<file path="config.mk">
export PLATFORM = sky130hd
export DESIGN_NAME = seven_segment_mux_driver_core
export DESIGN_NICKNAME = d
export VERILOG_FILES = /design/src/sv/ssmd_pkg.sv /design/src/sv/seven_segment_mux_driver_core.sv
export VERILOG_INCLUDE_DIRS = /design/src /design/src/sv
export SDC_FILE = /design/constraint.sdc
export NUM_CORES = 1
export LEC_CHECK = 0
export BUFFER_PORTS_ARGS = -buffer_cell sky130_fd_sc_hd__buf_2
export CAP_MARGIN = 40
export CORE_MARGIN = 5
export CORE_UTILIZATION = 65
export DETAILED_ROUTE_END_ITERATION = 6
export PLACE_DENSITY_LB_ADDON = 0.3
export SYNTH_ARGS = -nofsm -noshare
export SYNTH_HDL_FRONTEND = slang
export SYNTH_SLANG_ARGS = --single-unit
</file>
<file path="constraint.sdc">
create_clock -name i_clk -period 8 [get_ports i_clk]
set_clock_uncertainty 0.05 [all_clocks]
set_input_delay 0.8 -clock i_clk [delete_from_list [all_inputs] [get_ports i_clk]]
set_output_delay 0.8 -clock i_clk [all_outputs]
set_load 0.02 [all_outputs]
</file>
<file path="src/sv/seven_segment_mux_driver_core_assert.svh">
// assertion macros for the seven-segment multiplexer core
`ifndef SEVEN_SEGMENT_MUX_DRIVER_CORE_ASSERT_SVH
`define SEVEN_SEGMENT_MUX_DRIVER_CORE_ASSERT_SVH

// same-cycle implication, checked outside reset
`define SSMD_ASSERT_NOW(label, clk, rst_n, ante, cons) \
    label: assert property (@(posedge clk) disable iff (!rst_n) (ante) |-> (cons)) \
        else $error("same-cycle check failed");

// next-cycle implication, checked outside reset
`define SSMD_ASSERT_NEXT(label, clk, rst_n, ante, cons) \
    label: assert property (@(posedge clk) disable iff (!rst_n) (ante) |=> (cons)) \
        else $error("next-cycle check failed");

`endif

</file>
<file path="src/sv/ssmd_pkg.sv">
// shared types, codes, segment table and conversion helpers
package ssmd_pkg;

    localparam int CMD_W   = 2;
    localparam int VALUE_W = 17;
    localparam int MODE_W  = 3;
    localparam int DIGITS  = 4;
    localparam int IN_DATA_W  = 24;
    localparam int OUT_DATA_W = 16;

    typedef logic [7:0]         t_seg;
    typedef logic [CMD_W-1:0]   t_cmd;
    typedef logic [MODE_W-1:0]  t_mode;

    localparam t_cmd CMD_LOAD_DEC = 2'd0;
    localparam t_cmd CMD_LOAD_HEX = 2'd1;
    localparam t_cmd CMD_REFRESH  = 2'd2;

    localparam t_mode MODE_RESET   = 3'd1;
    localparam t_mode MODE_ALL_DP  = 3'd5;

    localparam int DEC_MOD  = 10000;
    localparam int THOUSAND = 1000;
    localparam int HUNDRED  = 100;
    localparam int TEN      = 10;

    localparam t_seg SEG_TABLE [16] = '{
        8'hFC, 8'h0C, 8'hDA, 8'h9E, 8'h2E, 8'hB6, 8'hF6, 8'h1C,
        8'hFE, 8'hBE, 8'h7E, 8'hE6, 8'hF0, 8'hCE, 8'hF2, 8'h72
    };

    // value mod 10000 by parallel compares against the multiples
    function automatic logic [13:0] f_mod_dec(input logic [VALUE_W-1:0] v);
        logic [3:0]         q;
        logic [VALUE_W-1:0] prod;
        q = '0;
        for (int k = 1; k <= 13; k++) begin
            if (v >= VALUE_W'(k * DEC_MOD)) q = 4'(k);
        end
        prod = VALUE_W'(int'(q) * DEC_MOD);
        return 14'(v - prod);
    endfunction

    // one decimal digit of x for a constant place weight, x below ten weights
    function automatic logic [3:0] f_digit(input logic [13:0] x, input int unit);
        logic [3:0] q;
        q = '0;
        for (int k = 1; k <= 9; k++) begin
            if (x >= 14'(k * unit)) q = 4'(k);
        end
        return q;
    endfunction

    function automatic logic [13:0] f_rem(input logic [13:0] x, input logic [3:0] d,
                                          input int unit);
        return 14'(x - 14'(int'(d) * unit));
    endfunction

endpackage

</file>
<file path="src/sv/seven_segment_mux_driver_core.sv">
// seven-segment multiplexer core: digit conversion pipeline, pattern store and scan output
//
//  channel   | dir | handshake                     | payload
//  ----------+-----+-------------------------------+-------------------------------------
//  s_axis    | in  | s_axis_tvalid / s_axis_tready | tdata: value; tuser: cmd
//  m_axis    | out | m_axis_tvalid / m_axis_tready | tdata: segments, digit_enable
//  cfg       | in  | i_cfg_valid / o_cfg_ready     | i_cfg_data: mode_indicator
//
// one transaction per cycle sustained while the pipeline is not held; a refresh result passes through
// the input register, modulo step, thousands step, hundreds step, then the result register
// i_rst_n is synchronous: clears the pipeline, the stored patterns, the scan position
// and sets the mode to 1; cfg writes are always taken
// the whole pipeline holds only while a refresh waits at the last step and the result
// register is full and not taken; s_axis_tready follows that hold
module seven_segment_mux_driver_core (
    input  logic                               i_clk,
    input  logic                               i_rst_n,
    input  logic                               s_axis_tvalid,
    output logic                               s_axis_tready,
    input  logic [ssmd_pkg::IN_DATA_W-1:0]     s_axis_tdata,  // [16:0] value, rest zero
    input  logic [ssmd_pkg::CMD_W-1:0]         s_axis_tuser,  // [1:0] cmd
    output logic                               m_axis_tvalid,
    input  logic                               m_axis_tready,
    output logic [ssmd_pkg::OUT_DATA_W-1:0]    m_axis_tdata,  // [7:0] segments,
                                                              // [11:8] digit_enable, rest zero
    input  logic                               i_cfg_valid,
    output logic                               o_cfg_ready,
    input  logic [ssmd_pkg::MODE_W-1:0]        i_cfg_data
);
    import ssmd_pkg::*;

    `include "seven_segment_mux_driver_core_assert.svh"

    // control
    logic        r_a_vld, r_b_vld, r_c_vld, r_d_vld, r_out_vld;
    logic [1:0]  r_scan;
    t_mode       r_mode;
    t_seg        r_pat [DIGITS];

    // payload
    t_cmd               r_a_cmd, r_b_cmd, r_c_cmd, r_d_cmd;
    logic [VALUE_W-1:0] r_a_val;
    logic [15:0]        r_b_hex, r_c_hex, r_d_hex;
    logic [13:0]        r_b_rem;
    logic [9:0]         r_c_rem;
    logic [6:0]         r_d_rem;
    logic [3:0]         r_c_d3, r_d_d3, r_d_d2;
    logic [OUT_DATA_W-1:0] r_out_data;

    logic        w_adv;
    logic        w_d_refresh;
    logic        w_d_load;
    logic [3:0]  w_c_d3, w_d_d2, w_d_d1, w_d_d0;
    logic [13:0] w_c_rem, w_d_rem;
    logic [15:0] w_nib;
    logic [1:0]  n_scan;
    logic        w_dp;
    t_seg        w_seg;
    logic [3:0]  w_en;

    assign w_d_refresh = r_d_vld && (r_d_cmd == CMD_REFRESH);
    assign w_d_load    = r_d_vld && ((r_d_cmd == CMD_LOAD_DEC) || (r_d_cmd == CMD_LOAD_HEX));
    assign w_adv       = !(w_d_refresh && r_out_vld && !m_axis_tready);

    assign s_axis_tready = w_adv;
    assign o_cfg_ready   = 1'b1;
    assign m_axis_tvalid = r_out_vld;
    assign m_axis_tdata  = r_out_data;

    // digit steps
    assign w_c_d3  = f_digit(r_b_rem, THOUSAND);
    assign w_c_rem = f_rem(r_b_rem, w_c_d3, THOUSAND);
    assign w_d_d2  = f_digit({4'd0, r_c_rem}, HUNDRED);
    assign w_d_rem = f_rem({4'd0, r_c_rem}, w_d_d2, HUNDRED);
    assign w_d_d1  = f_digit({7'd0, r_d_rem}, TEN);
    assign w_d_d0  = 4'(f_rem({7'd0, r_d_rem}, w_d_d1, TEN));

    assign w_nib = (r_d_cmd == CMD_LOAD_HEX) ? r_d_hex : {r_d_d3, r_d_d2, w_d_d1, w_d_d0};

    // scan position moves first, then that digit is shown
    assign n_scan = r_scan + 2'd1;

    always_comb begin
        w_dp = 1'b0;
        if (r_mode == MODE_ALL_DP) begin
            w_dp = 1'b1;
        end else if ((r_mode != '0) && (r_mode < MODE_ALL_DP)) begin
            w_dp = (2'(r_mode - 3'd1) == n_scan);
        end
    end

    assign w_seg = r_pat[n_scan] | {7'd0, w_dp};
    assign w_en  = 4'd1 << n_scan;

    always_ff @(posedge i_clk) begin
        if (!i_rst_n) begin
            r_a_vld   <= 1'b0;
            r_b_vld   <= 1'b0;
            r_c_vld   <= 1'b0;
            r_d_vld   <= 1'b0;
            r_out_vld <= 1'b0;
            r_scan    <= '0;
            r_mode    <= MODE_RESET;
            for (int i = 0; i < DIGITS; i++) begin
                r_pat[i] <= '0;
            end
        end else begin
            if (i_cfg_valid) begin
                r_mode <= i_cfg_data;
            end
            // a new refresh result refills the register in the cycle the old one leaves
            if (w_adv && w_d_refresh) begin
                r_out_vld <= 1'b1;
            end else if (m_axis_tready) begin
                r_out_vld <= 1'b0;
            end
            if (w_adv) begin
                r_a_vld <= s_axis_tvalid;
                r_b_vld <= r_a_vld;
                r_c_vld <= r_b_vld;
                r_d_vld <= r_c_vld;
                if (w_d_load) begin
                    for (int i = 0; i < DIGITS; i++) begin
                        r_pat[i] <= SEG_TABLE[w_nib[4*i +: 4]];
                    end
                end
                if (w_d_refresh) begin
                    r_scan <= n_scan;
                end
            end
        end
    end

    always_ff @(posedge i_clk) begin
        if (w_adv) begin
            r_a_cmd <= s_axis_tuser;
            r_a_val <= s_axis_tdata[VALUE_W-1:0];
            r_b_cmd <= r_a_cmd;
            r_b_hex <= r_a_val[15:0];
            r_b_rem <= f_mod_dec(r_a_val);
            r_c_cmd <= r_b_cmd;
            r_c_hex <= r_b_hex;
            r_c_d3  <= w_c_d3;
            r_c_rem <= w_c_rem[9:0];
            r_d_cmd <= r_c_cmd;
            r_d_hex <= r_c_hex;
            r_d_d3  <= r_c_d3;
            r_d_d2  <= w_d_d2;
            r_d_rem <= w_d_rem[6:0];
            if (w_d_refresh) begin
                r_out_data <= {4'd0, w_en, w_seg};
            end
        end
    end

    `SSMD_ASSERT_NOW(a_enable_onehot, i_clk, i_rst_n, m_axis_tvalid, $onehot(m_axis_tdata[11:8]))
    `SSMD_ASSERT_NOW(a_hold_cause, i_clk, i_rst_n, !w_adv, r_out_vld && w_d_refresh)
    `SSMD_ASSERT_NEXT(a_refresh_out, i_clk, i_rst_n, w_adv && w_d_refresh, m_axis_tvalid)
    `SSMD_ASSERT_NEXT(a_scan_step, i_clk, i_rst_n, w_adv && w_d_refresh,
        r_scan == $past(r_scan) + 2'd1)

endmodule

</file>
# Yosys cells after proc, flatten, opt, wreduce, memory -nomap -nowiden

Memory sizes are Yosys's and may differ from the RTL's.
Index checks and enable logic that the tools add are counted.
W data, S select, Z words.

Bits in writable memories: 32
Memories: 5
Word-level logic and storage cells: 173
Bits in read-only memories: 512
Input bits: 34
Bits in registers: 138
Output and inout port bits: 19

Memories:

| name            | depth | bits a word | rd ports | clocked after Yosys merged registers in | write ports | line                                 | source |
|---|---|---|---|---|---|---|---|
| (no name shown) | 16    | 8           | 1        | 0                                       | 0           | seven_segment_mux_driver_core.sv:124 | `r_pat[i] <= SEG_TABLE[w_nib[4*i +: 4]];` |
| (no name shown) | 16    | 8           | 1        | 0                                       | 0           | seven_segment_mux_driver_core.sv:124 |  |
| (no name shown) | 16    | 8           | 1        | 0                                       | 0           | seven_segment_mux_driver_core.sv:124 |  |
| (no name shown) | 16    | 8           | 1        | 0                                       | 0           | seven_segment_mux_driver_core.sv:124 |  |
| r_pat           | 4     | 8           | 1        | 0                                       | 4           | seven_segment_mux_driver_core.sv:38  | `t_seg r_pat [DIGITS];` |

Multipliers: 4
Muxes and demuxes: 63
Add/sub/neg operators: 6
Bitwise logic cells: 10
Shifts and indexed selects: 1
Eq/ne operators: 4
$lt $le $gt $ge: 45
Reductions and logical operators: 13

Operator list:

| operator                | number |
|---|---|
| $mux W4                 | 37 |
| $ge A17 B17 Y1 const B  | 7 |
| $mux W8                 | 12 |
| $ge A14 B13 Y1 const B  | 4 |
| $ge A17 B16 Y1 const B  | 3 |
| $ge A10 B10 Y1 const B  | 4 |
| $ge A17 B15 Y1 const B  | 2 |
| $ge A10 B9 Y1 const B   | 3 |
| $ge A14 B12 Y1 const B  | 2 |
| $ge A7 B6 Y1 const B    | 3 |
| $ge A7 B7 Y1 const B    | 3 |
| $ge A5 B5 Y1 const B    | 4 |
| $not A4 Y5              | 4 |
| $ge A17 B14 Y1 const B  | 1 |
| $mux W16                | 1 |
| $ge A14 B10 Y1 const B  | 1 |
| $ge A14 B11 Y1 const B  | 1 |
| $ge A14 B14 Y1 const B  | 1 |
| $ge A7 B5 Y1 const B    | 2 |
| $sub A14 B14 Y14        | 1 |
| $mux W1                 | 13 |
| $ge A10 B7 Y1 const B   | 1 |
| $ge A10 B8 Y1 const B   | 1 |
| $mul A4 B10 Y10 const B | 1 |
| 25 further kinds        | 34 |

# Depth between registers and ports, before layout

Gate-level depths: netlist of the first run.

Depth after elaboration: 18
Depth in mapped cells: 18
Gate-level depth less buffers: 17

# Worst setup path before layout of the first run

OpenSTA, ideal clock, no wires.

Path type: reg2reg
From: register r_b_rem[10]
To: register r_c_rem[9], data pin
Stages on the path, launching flop included: 14
Arrival: 4307 ps
Library setup time: 307 ps
Buffers on the path: 1
Clock period less this slack: 4664 ps
Required time: 7643 ps
Setup slack: 3336 ps
Path through: edfxtp_1 > clkbuf_1 > o41a_1 > o31ai_1 > a21oi_1 > o311ai_0 > fa_1 > inv_1 > fa_1 > ha_1 > a21o_1 > a21oi_1 > xnor2_1 > xnor2_1

Cells in the longest elaborated chain, start to end: 12
Elaborated cells on any way between the ends: 20
Those cells by class: add/sub (1); mul (1); order compare (9); mux (9)

Ends and longest elaborated chain:

| item                   | line                                 | source |
|---|---|---|
| from (decl)            | seven_segment_mux_driver_core.sv:44  | `logic [13:0] r_b_rem;` |
| from (signal assigned) | seven_segment_mux_driver_core.sv:140 | `r_b_rem <= f_mod_dec(r_a_val);` |
| $ge A14 B10 Y1         | ssmd_pkg.sv:49                       | `if (x >= 14'(k * unit)) q = 4'(k);` |
| $mux W1                | ssmd_pkg.sv:49                       |  |
| $mux W4 (7 in series)  | ssmd_pkg.sv:49                       |  |
| $mux W4 *              | ssmd_pkg.sv:49                       |  |
| via w_c_d3[0]          | seven_segment_mux_driver_core.sv:53  | `logic [3:0] w_c_d3, w_d_d2, w_d_d1, w_d_d0;` |
| $mul A4 B7 Y7 *        | ssmd_pkg.sv:56                       | `return 14'(x - 14'(int'(d) * unit));` |
| $sub A10 B10 Y10 *     | ssmd_pkg.sv:56                       |  |
| via w_c_rem[9]         | seven_segment_mux_driver_core.sv:54  | `logic [13:0] w_c_rem, w_d_rem;` |
| to (signal assigned)   | seven_segment_mux_driver_core.sv:144 | `r_c_rem <= w_c_rem[9:0];` |
| to (decl)              | seven_segment_mux_driver_core.sv:45  | `logic [9:0] r_c_rem;` |

Mark *: on every way through the listed nets, which the timed path passes. The rest lies on a longest branch.
A chain may end at the register's enable or synchronous reset.

# Final worst setup path of the first run

From: register r_a_val[11]
To: register r_b_rem[13], data pin

Cells in the longest elaborated chain, start to end: 17
Elaborated cells on any way between the ends: 29
Those cells by class: add/sub (1); mul (1); order compare (13); mux (14)

Ends and longest elaborated chain:

| item                   | line                                 | source |
|---|---|---|
| from (decl)            | seven_segment_mux_driver_core.sv:42  | `logic [VALUE_W-1:0] r_a_val;` |
| from (signal assigned) | seven_segment_mux_driver_core.sv:137 | `r_a_val <= s_axis_tdata[VALUE_W-1:0];` |
| $ge A17 B14 Y1         | ssmd_pkg.sv:38                       | `if (v >= VALUE_W'(k * DEC_MOD)) q = 4'(k);` |
| $mux W1                | ssmd_pkg.sv:38                       |  |
| $mux W4 (12 in series) | ssmd_pkg.sv:38                       |  |
| $mux W4                | seven_segment_mux_driver_core.sv:135 | `if (w_adv) begin` |
| $mul A4 B10 Y10        | ssmd_pkg.sv:40                       | `prod = VALUE_W'(int'(q) * DEC_MOD);` |
| $sub A14 B14 Y14 *     | ssmd_pkg.sv:41                       | `return 14'(v - prod);` |

Mark *: on every way between the ends. The rest lies on a longest branch, timed or not. The select of a mux whose other input is x is not followed.

==> metrics, run 1 <==
Seq/Total Area, Yosys 0.517; Wirelength per Cell 17.4 microns; Total Wirelength 17,000 microns; Core Area approximately 13,000 sq um; CP delay by family, top adder cells; Nets 900; Clock transition at path regs 0.06 ns; row count 42; CP Cell Sequence nand2_1 > o311ai_0 > nand2b_1 > a21oi_1 > o22ai_1 > inv_1 > fa_1 > ha_1 > fa_1 > xnor2_1 > ha_1 > a21o_1 > a31oi_1 > xnor2_1 > xnor2_1; slowest stage delay, CP 0.64 ns; clock sinks 157; worst-case reg-to-reg path depth 15; Synth-to-Final Area Change 10.7%; total negative slack 0 ns; Max transition margin 0.348; Vias/cell 6.15; CTS max path bufs 2; largest net degree at the start of global routing between 70 and 80; Hold Buf Count CTS 0; met3 usage 0.0522; Avg Synthesized Cell Area approximately 12 sq um; die area around 16,000 sq um; Root Buffer clkbuf_16; Layout fillers 845; Most Used Layer, Global Route met2; final hold violation count 0; routed vias 6,004; critical path's most frequent cell xnor2_1; Final setup viols 0; status complete, no violations; Worst VDD drop 0.000411 V; power density cells between 400 and 500 nW/um^2; Synth Instances 756; most area-hungry cell type in the Yosys netlist edfxtp_1; Critical-path top delay cell edfxtp_1; postcts setup bufs 0; unrepaired setup endpoints after global routing no; # diodes 0; top post-synthesis cells by area edfxtp_1 49%, ha_1 9.5%, fa_1 2.5%; worst hold path class register to register; Logic pwr share 0.519; P_leak roughly 0.004 uW; critical-path maximum fanout 12; Worst path depth 15; post-CTS sizing 0; flops & latches, synth about 160; crit end category register; Max Cap Viol 0; WHS 0.368 ns; number of port buffers 40; DP HPWL 11,900 microns; IO Count 53; Synth Warn # 0; Worst Path Required about 8 ns; Net Sw Frac 0.391; cell depth of the worst hold path 0; fin crit share 0.577; routability cong. 0.932; Buf/Inv on CP 1; met2 usage 0.399; Worst R2R Setup Slack 3.39 ns; Final Max Tran Viols 0; met1 usage 0.265; final instance area 9880 sq um; layout cells sized above 1 0.131; Reg area 4610 sq um; Post-synth top flop edfxtp_1; Cell Area, Placed around 9300 sq um; WS Path Type register to register; clock share of power 0.184; multi-input logic area 3940 sq um; area fraction of the dominant cell type after synthesis 0.494; post-detailed-route count of antenna-violating nets 0; All-Layer GR Usage 0.223; Worst-Skew Late Latency approximately 0.43 ns; CTS H-tree lvls 4; Netlist Area Pre-Place 8930 sq um; global-route wire length before repair 28,800 microns; Die Ht ~130 microns; most common cell after layout, fill and taps aside edfxtp_1; EDFF count, synth 147; Min Clock Period, post-route 4.61 ns; sequential power share 0.296; Yosys cell types 67; CTS tree yes; DR DRC count 0; NetSw 1690 uW; antenna violations before repair 0; most frequent cells in the layout 147 x edfxtp_1, 68 x ha_1, 56 x inv_1; Remaining Overflow, GRT 0; Achievable Freq 217 MHz; Slew @ Worst Pin approximately 0.97 ns; ys async rst share 0; WP data arrival ~4.7 ns; violation count after the first detailed-route iteration 477; Num CTS Buffers 17; Power Internal 2640 uW; first-pass iteration count of the detailed router 5; CP Launch Type register; Starting Density 0.669; die width 127 microns; vias in the first global route ~6,000
## worst register-to-register path, cell delays in order, from the launching register on
cell and delay (ns):
edfxtp_1 0.64, nand2_1 0.17, o311ai_0 0.59, nand2b_1 0.11, a21oi_1 0.16, o22ai_1 0.11
inv_1 0.22, fa_1 0.46, ha_1 0.35, fa_1 0.44, xnor2_1 0.14, ha_1 0.31
a21o_1 0.18, a31oi_1 0.17, xnor2_1 0.15, xnor2_1 0.09
## Yosys cell counts, types with 4 or more instances
cell / count
a211o_1: 4
edfxtp_1: 147
o21a_1: 6
nand2b_1: 11
a31oi_1: 15
mux2_2: 4
mux2i_1: 22
nand2_1: 41
and2_1: 4
a221oi_1: 12
mux4_2: 8
nor3_1: 16
o211ai_1: 9
xnor2_1: 25
clkbuf_1: 32
fa_1: 11
nand3b_1: 4
nor2b_1: 15
nand3_1: 12
a211oi_1: 6
buf_4: 6
a21o_1: 15
dfxtp_1: 10
nor2_1: 47
o21ai_0: 41
ha_1: 68
xor2_1: 10
nor4_1: 10
inv_1: 57
a21oi_1: 28
o31ai_1: 6
## power by group through the flow
stage / Combinational (uW) / Sequential (uW) / Clock (uW)
finish: 2250 / 1280 / 798
detailed placement: 2190 / 1290 / 0
floorplan: 1840 / 1200 / 0
global route: 2500 / 1300 / 855
global placement: 2020 / 1280 / 0
CTS: 2260 / 1280 / 808
## metrics by stage
stage / power (uW) / utilization / std cells / setup WS [ns]
3_5_place_dp: 3480 / 0.696 / 944 / 3.45
6_report: 4330 / 0.740 / 976 / 3.39
3_3_place_gp: 3310 / 0.691 / 939 / 3.47
5_1_grt: 4660 / 0.740 / 976 / 3.10
2_1_floorplan: 3040 / - / 759 / 3.34
4_1_cts: 4340 / 0.740 / 976 / 3.43
## final cells by class
cell class	count	share of cell area
tap	176	0.0223
sequential	157	0.467
timing repair buffer	50	0.0304
inverter	57	0.0219
clock buffer	20	0.0462
multi-input combinational	504	0.398
clock inverter	12	0.0138
## sequential cells by signal (all words and copies together), names as in the netlist, 3 cells and up
name and cells:
r_pat 28, r_a_val 17, r_b_hex 16, r_c_hex 16, r_d_hex 16, m_axis_tdata 12
r_b_rem 10, r_c_rem 7, r_d_rem 5, r_c_d3 4, r_d_d2 4, r_d_d3 4
r_mode 3
## path summary, 6_finish.rpt
path | from | end
min reg2reg | r_b_hex[10] | r_c_hex[10]
max reg2reg | r_a_val[11] | r_b_rem[13]
min | r_b_hex[10] | r_c_hex[10]
max | r_a_val[11] | r_b_rem[13]
## cells by family after synthesis
kind of cell               synth area share
muxes                                0.0532
AOI/OAI and AO/OA                     0.134
DFF                                   0.517
other                              0.000841
xor gates and xnor gates             0.0343
buffers and inverters                0.0440
adders and majority gates             0.121
and+or+nand+nor                      0.0957
## layer usage
metal	share of wire	up-vias
li1	-	2856
met1	0.39	2889
met2	0.54	227
met3	0.053	32
met4	0.021	0
met5	0	-
No activity file was read; power rests on OpenSTA's default activity.
==> run 2: changes to the inputs <==
ABC_AREA = 1   (was unset)
CORE_UTILIZATION = 56   (was 65)
clock period = 4.1 ns   (was 8 ns; I/O delays follow)
==> metrics, run 2 <==
Commonest cells post-synth 174 x nand2_1, 147 x edfxtp_1, 133 x inv_1; Max transition margin 0.584 (+0.237); post-detailed-route count of antenna-violating nets 0 (unchanged); failing checks setup timing; most common cell in the netlist nand2_1; Power Internal 5490 uW (+110%); crit end category register; Total Wirelength 18,000 microns (+5.8%); Clock transition at path regs 0.07 ns (about the same); P_leak 0.00500 uW (+23%); total power 9270 uW (+110%); first-pass iteration count of the detailed router 7 (+2); Largest Register r_pat; routed vias 6,787 (+13%); Min Clock Period, post-route 4.27 ns (-0.349 ns); Core Area 15,800 sq um (+19%); Cell Area, Placed 9950 sq um (+7.1%); unrepaired setup endpoints after global routing yes; NetSw 3780 uW (+120%); Logic pwr share 0.571 (+0.052); most area-hungry cell type in the Yosys netlist edfxtp_1; IO Count 53 (unchanged); critical path's most frequent cell nand2_1; Worst-Skew Late Latency 0.43 ns (about the same); worst hold path class primary input to register; ys async rst share 0 (unchanged); Hold Buf Count CTS 0 (unchanged); All-Layer GR Usage 0.196 (-0.0270); # diodes 0 (unchanged); Achievable Freq 234 MHz (+8.2%); final hold violation count 0 (unchanged); Nets 1,195 (+33%); slowest stage delay, CP 0.53 ns (-0.11 ns); Largest regs r_pat x28, r_a_val x17; number of port buffers 40 (unchanged); Netlist Area Pre-Place 8980 sq um (+0.59%); CTS tree yes; Avg Synthesized Cell Area 9.66 sq um (-18%); most frequent cells in the layout 161 x nand2_1, 147 x edfxtp_1, 124 x inv_1; Critical-path top delay cell fa_2; Remaining Overflow, GRT 0 (unchanged); Die Ht 137 microns (+7.4%); DP HPWL 12,500 microns (+5.6%); Synth Instances 930 (+23%); dpl ws -0.204 ns (-3.65 ns); most common cell after layout, fill and taps aside nand2_1; Worst Path Required 4.23 ns (-3.89 ns); Synth Warn # 0 (unchanged); Layout fillers 1,160 (+37%); CTS H-tree lvls 4 (unchanged); WP data arrival 4.40 ns (-0.33 ns); vias in the first global route 6,412 (+7.1%); area fraction of the dominant cell type after synthesis 0.491 (-0.00289); critical-path maximum fanout 3 (-9); Final Util 0.704 (-0.0359); Worst VDD drop 0.000659 V (+60%); fin crit share 1.04 (+0.464); Net Sw Frac 0.408 (+0.0171); EDFF count, synth 147 (unchanged); global-route wire length before repair 29,100 microns (+1.1%); Worst R2R Setup Slack -0.17 ns (-3.55 ns); die area 18,700 sq um (+15%); routability cong. 0.880 (-5.6%); clock share of power 0.165 (-0.019); Starting Density 0.568 (-0.102); Wirelength per Cell 13.7 microns (-21%); flops & latches, synth 157 (unchanged); Yosys cell types 41 (-39%); power density cells 832 nW/um^2 (+90%); violation count after the first detailed-route iteration 443 (-7.1%); setup ws final -0.166 ns (-3.55 ns); antenna violations before repair 0 (unchanged); Slew @ Worst Pin 0.617 ns (-0.352 ns); Reg area 4610 sq um (unchanged); Seq/Total Area, Yosys 0.514 (-0.00302); clock sinks 157 (unchanged); CTS max path bufs 2 (unchanged); row count 46 (+9.5%); Final setup viols 1 (+1); status complete, but fails checks; largest net degree at the start of global routing 82 (+5.1%); multi-input logic area 4110 sq um (+4.4%); CP Launch Type register; Final Max Tran Viols 0 (unchanged); Vias/cell 5.18 (-16%); top post-synthesis cells by area edfxtp_1 49%, ha_1 9.5%, nand2_1 7.3%; layout cells sized above 1 0.253 (+0.122); die width 137 microns (+7.4%); DR DRC count 0 (unchanged); WS Path Type register to register; Synth-to-Final Area Change 24.1%; sequential power share 0.264 (-0.032); Post-synth top flop edfxtp_1; Max Cap Viol 0 (unchanged); Num CTS Buffers 17 (unchanged); WHS 0.101 ns (-0.267 ns); max reg flops 28 (unchanged); final instance area 11,100 sq um (+13%); Root Buffer clkbuf_16
## run 2: cell types whose count changed in the layout (fill, tap and decap cells not counted), moves of 12 or more
cell,delta
a21o_1,-13
a21oi_1,+41
a221oi_1,-12
buf_4,+87
inv_1,+68
inv_2,+14
mux2i_1,-22
nand2_1,+120
nand2_2,+15
nand3_1,+28
nor2b_1,-15
o21ai_1,+13
## run 2: layer usage
layer  up-vias  GRT usage  routed length (microns)
met2       187      0.354                     9560
met1      3112      0.233                     7290
met4         0     0.0733                      398
met3        39     0.0368                      753
met5         -          0                        0
li1       3449          -                        -
## run 2: stage by stage
| stage | instances | setup TNS, ns |
|---|---|---|
| 2_1_floorplan | 933 | 0 |
| 4_1_cts | 1295 | -0.0879 |
| 3_3_place_gp | 1242 | -0.107 |
| 3_5_place_dp | 1244 | -0.288 |
| 5_1_grt | 1311 | -0.545 |
| 6_report | 1311 | -0.166 |
## run 2: what timing repair did
| item | in CTS | in global routing |
|---|---|---|
| setup endpoints to repair | 2 | 6 |
| gates resized for setup | 34 | 56 |
| pin swaps | 21 | 40 |
| setup buffers | 19 | 16 |
## run 2: path summary, 6_finish.rpt
kind | cells after the start | from | end
setup / recovery | 32 | r_a_val[9] | r_b_rem[13]
setup reg to reg | 32 | r_a_val[9] | r_b_rem[13]
hold / removal | 1 | s_axis_tdata[10] | r_a_val[10]
hold reg to reg | 0 | r_c_hex[15] | r_d_hex[15]
## run 2: layout make-up
cell class,instances,share of cell area
Clock buffer,19,0.0406
Sequential cell,157,0.414
Timing Repair Buffer,145,0.0934
Tap cell,216,0.0242
Clock inverter,13,0.0114
Inverter,141,0.0479
Multi-Input combinational cell,620,0.369
## run 2: cells by family after synthesis
kind of cell,Yosys count,synth area share
simple gates,313,0.146
buf+inv,156,0.0688
compound gates,191,0.120
fa+ha+maj,79,0.119
other cells,2,0.000836
xor+xnor,32,0.0312
flops,157,0.514
## run 2: critical path: cells and delay by family (launching register included)
kind,cells,cell delay (ns)
AOI/OAI and AO/OA,1,0.12
xor gates and xnor gates,1,0.21
adders and majority gates,4,1.10
buffers and inverters,7,0.60
DFF,1,0.43
and+or+nand+nor,19,1.49
## run 2: power by group through the flow
| stage | Clock [uW] | Sequential [uW] | Combinational, uW |
|---|---|---|---|
| floorplan | 0 | 2400 | 3670 |
| global placement | 0 | 2470 | 4580 |
| detailed placement | 0 | 2470 | 4830 |
| CTS | 1560 | 2440 | 5000 |
| global route | 1630 | 2470 | 5990 |
| finish | 1530 | 2440 | 5290 |
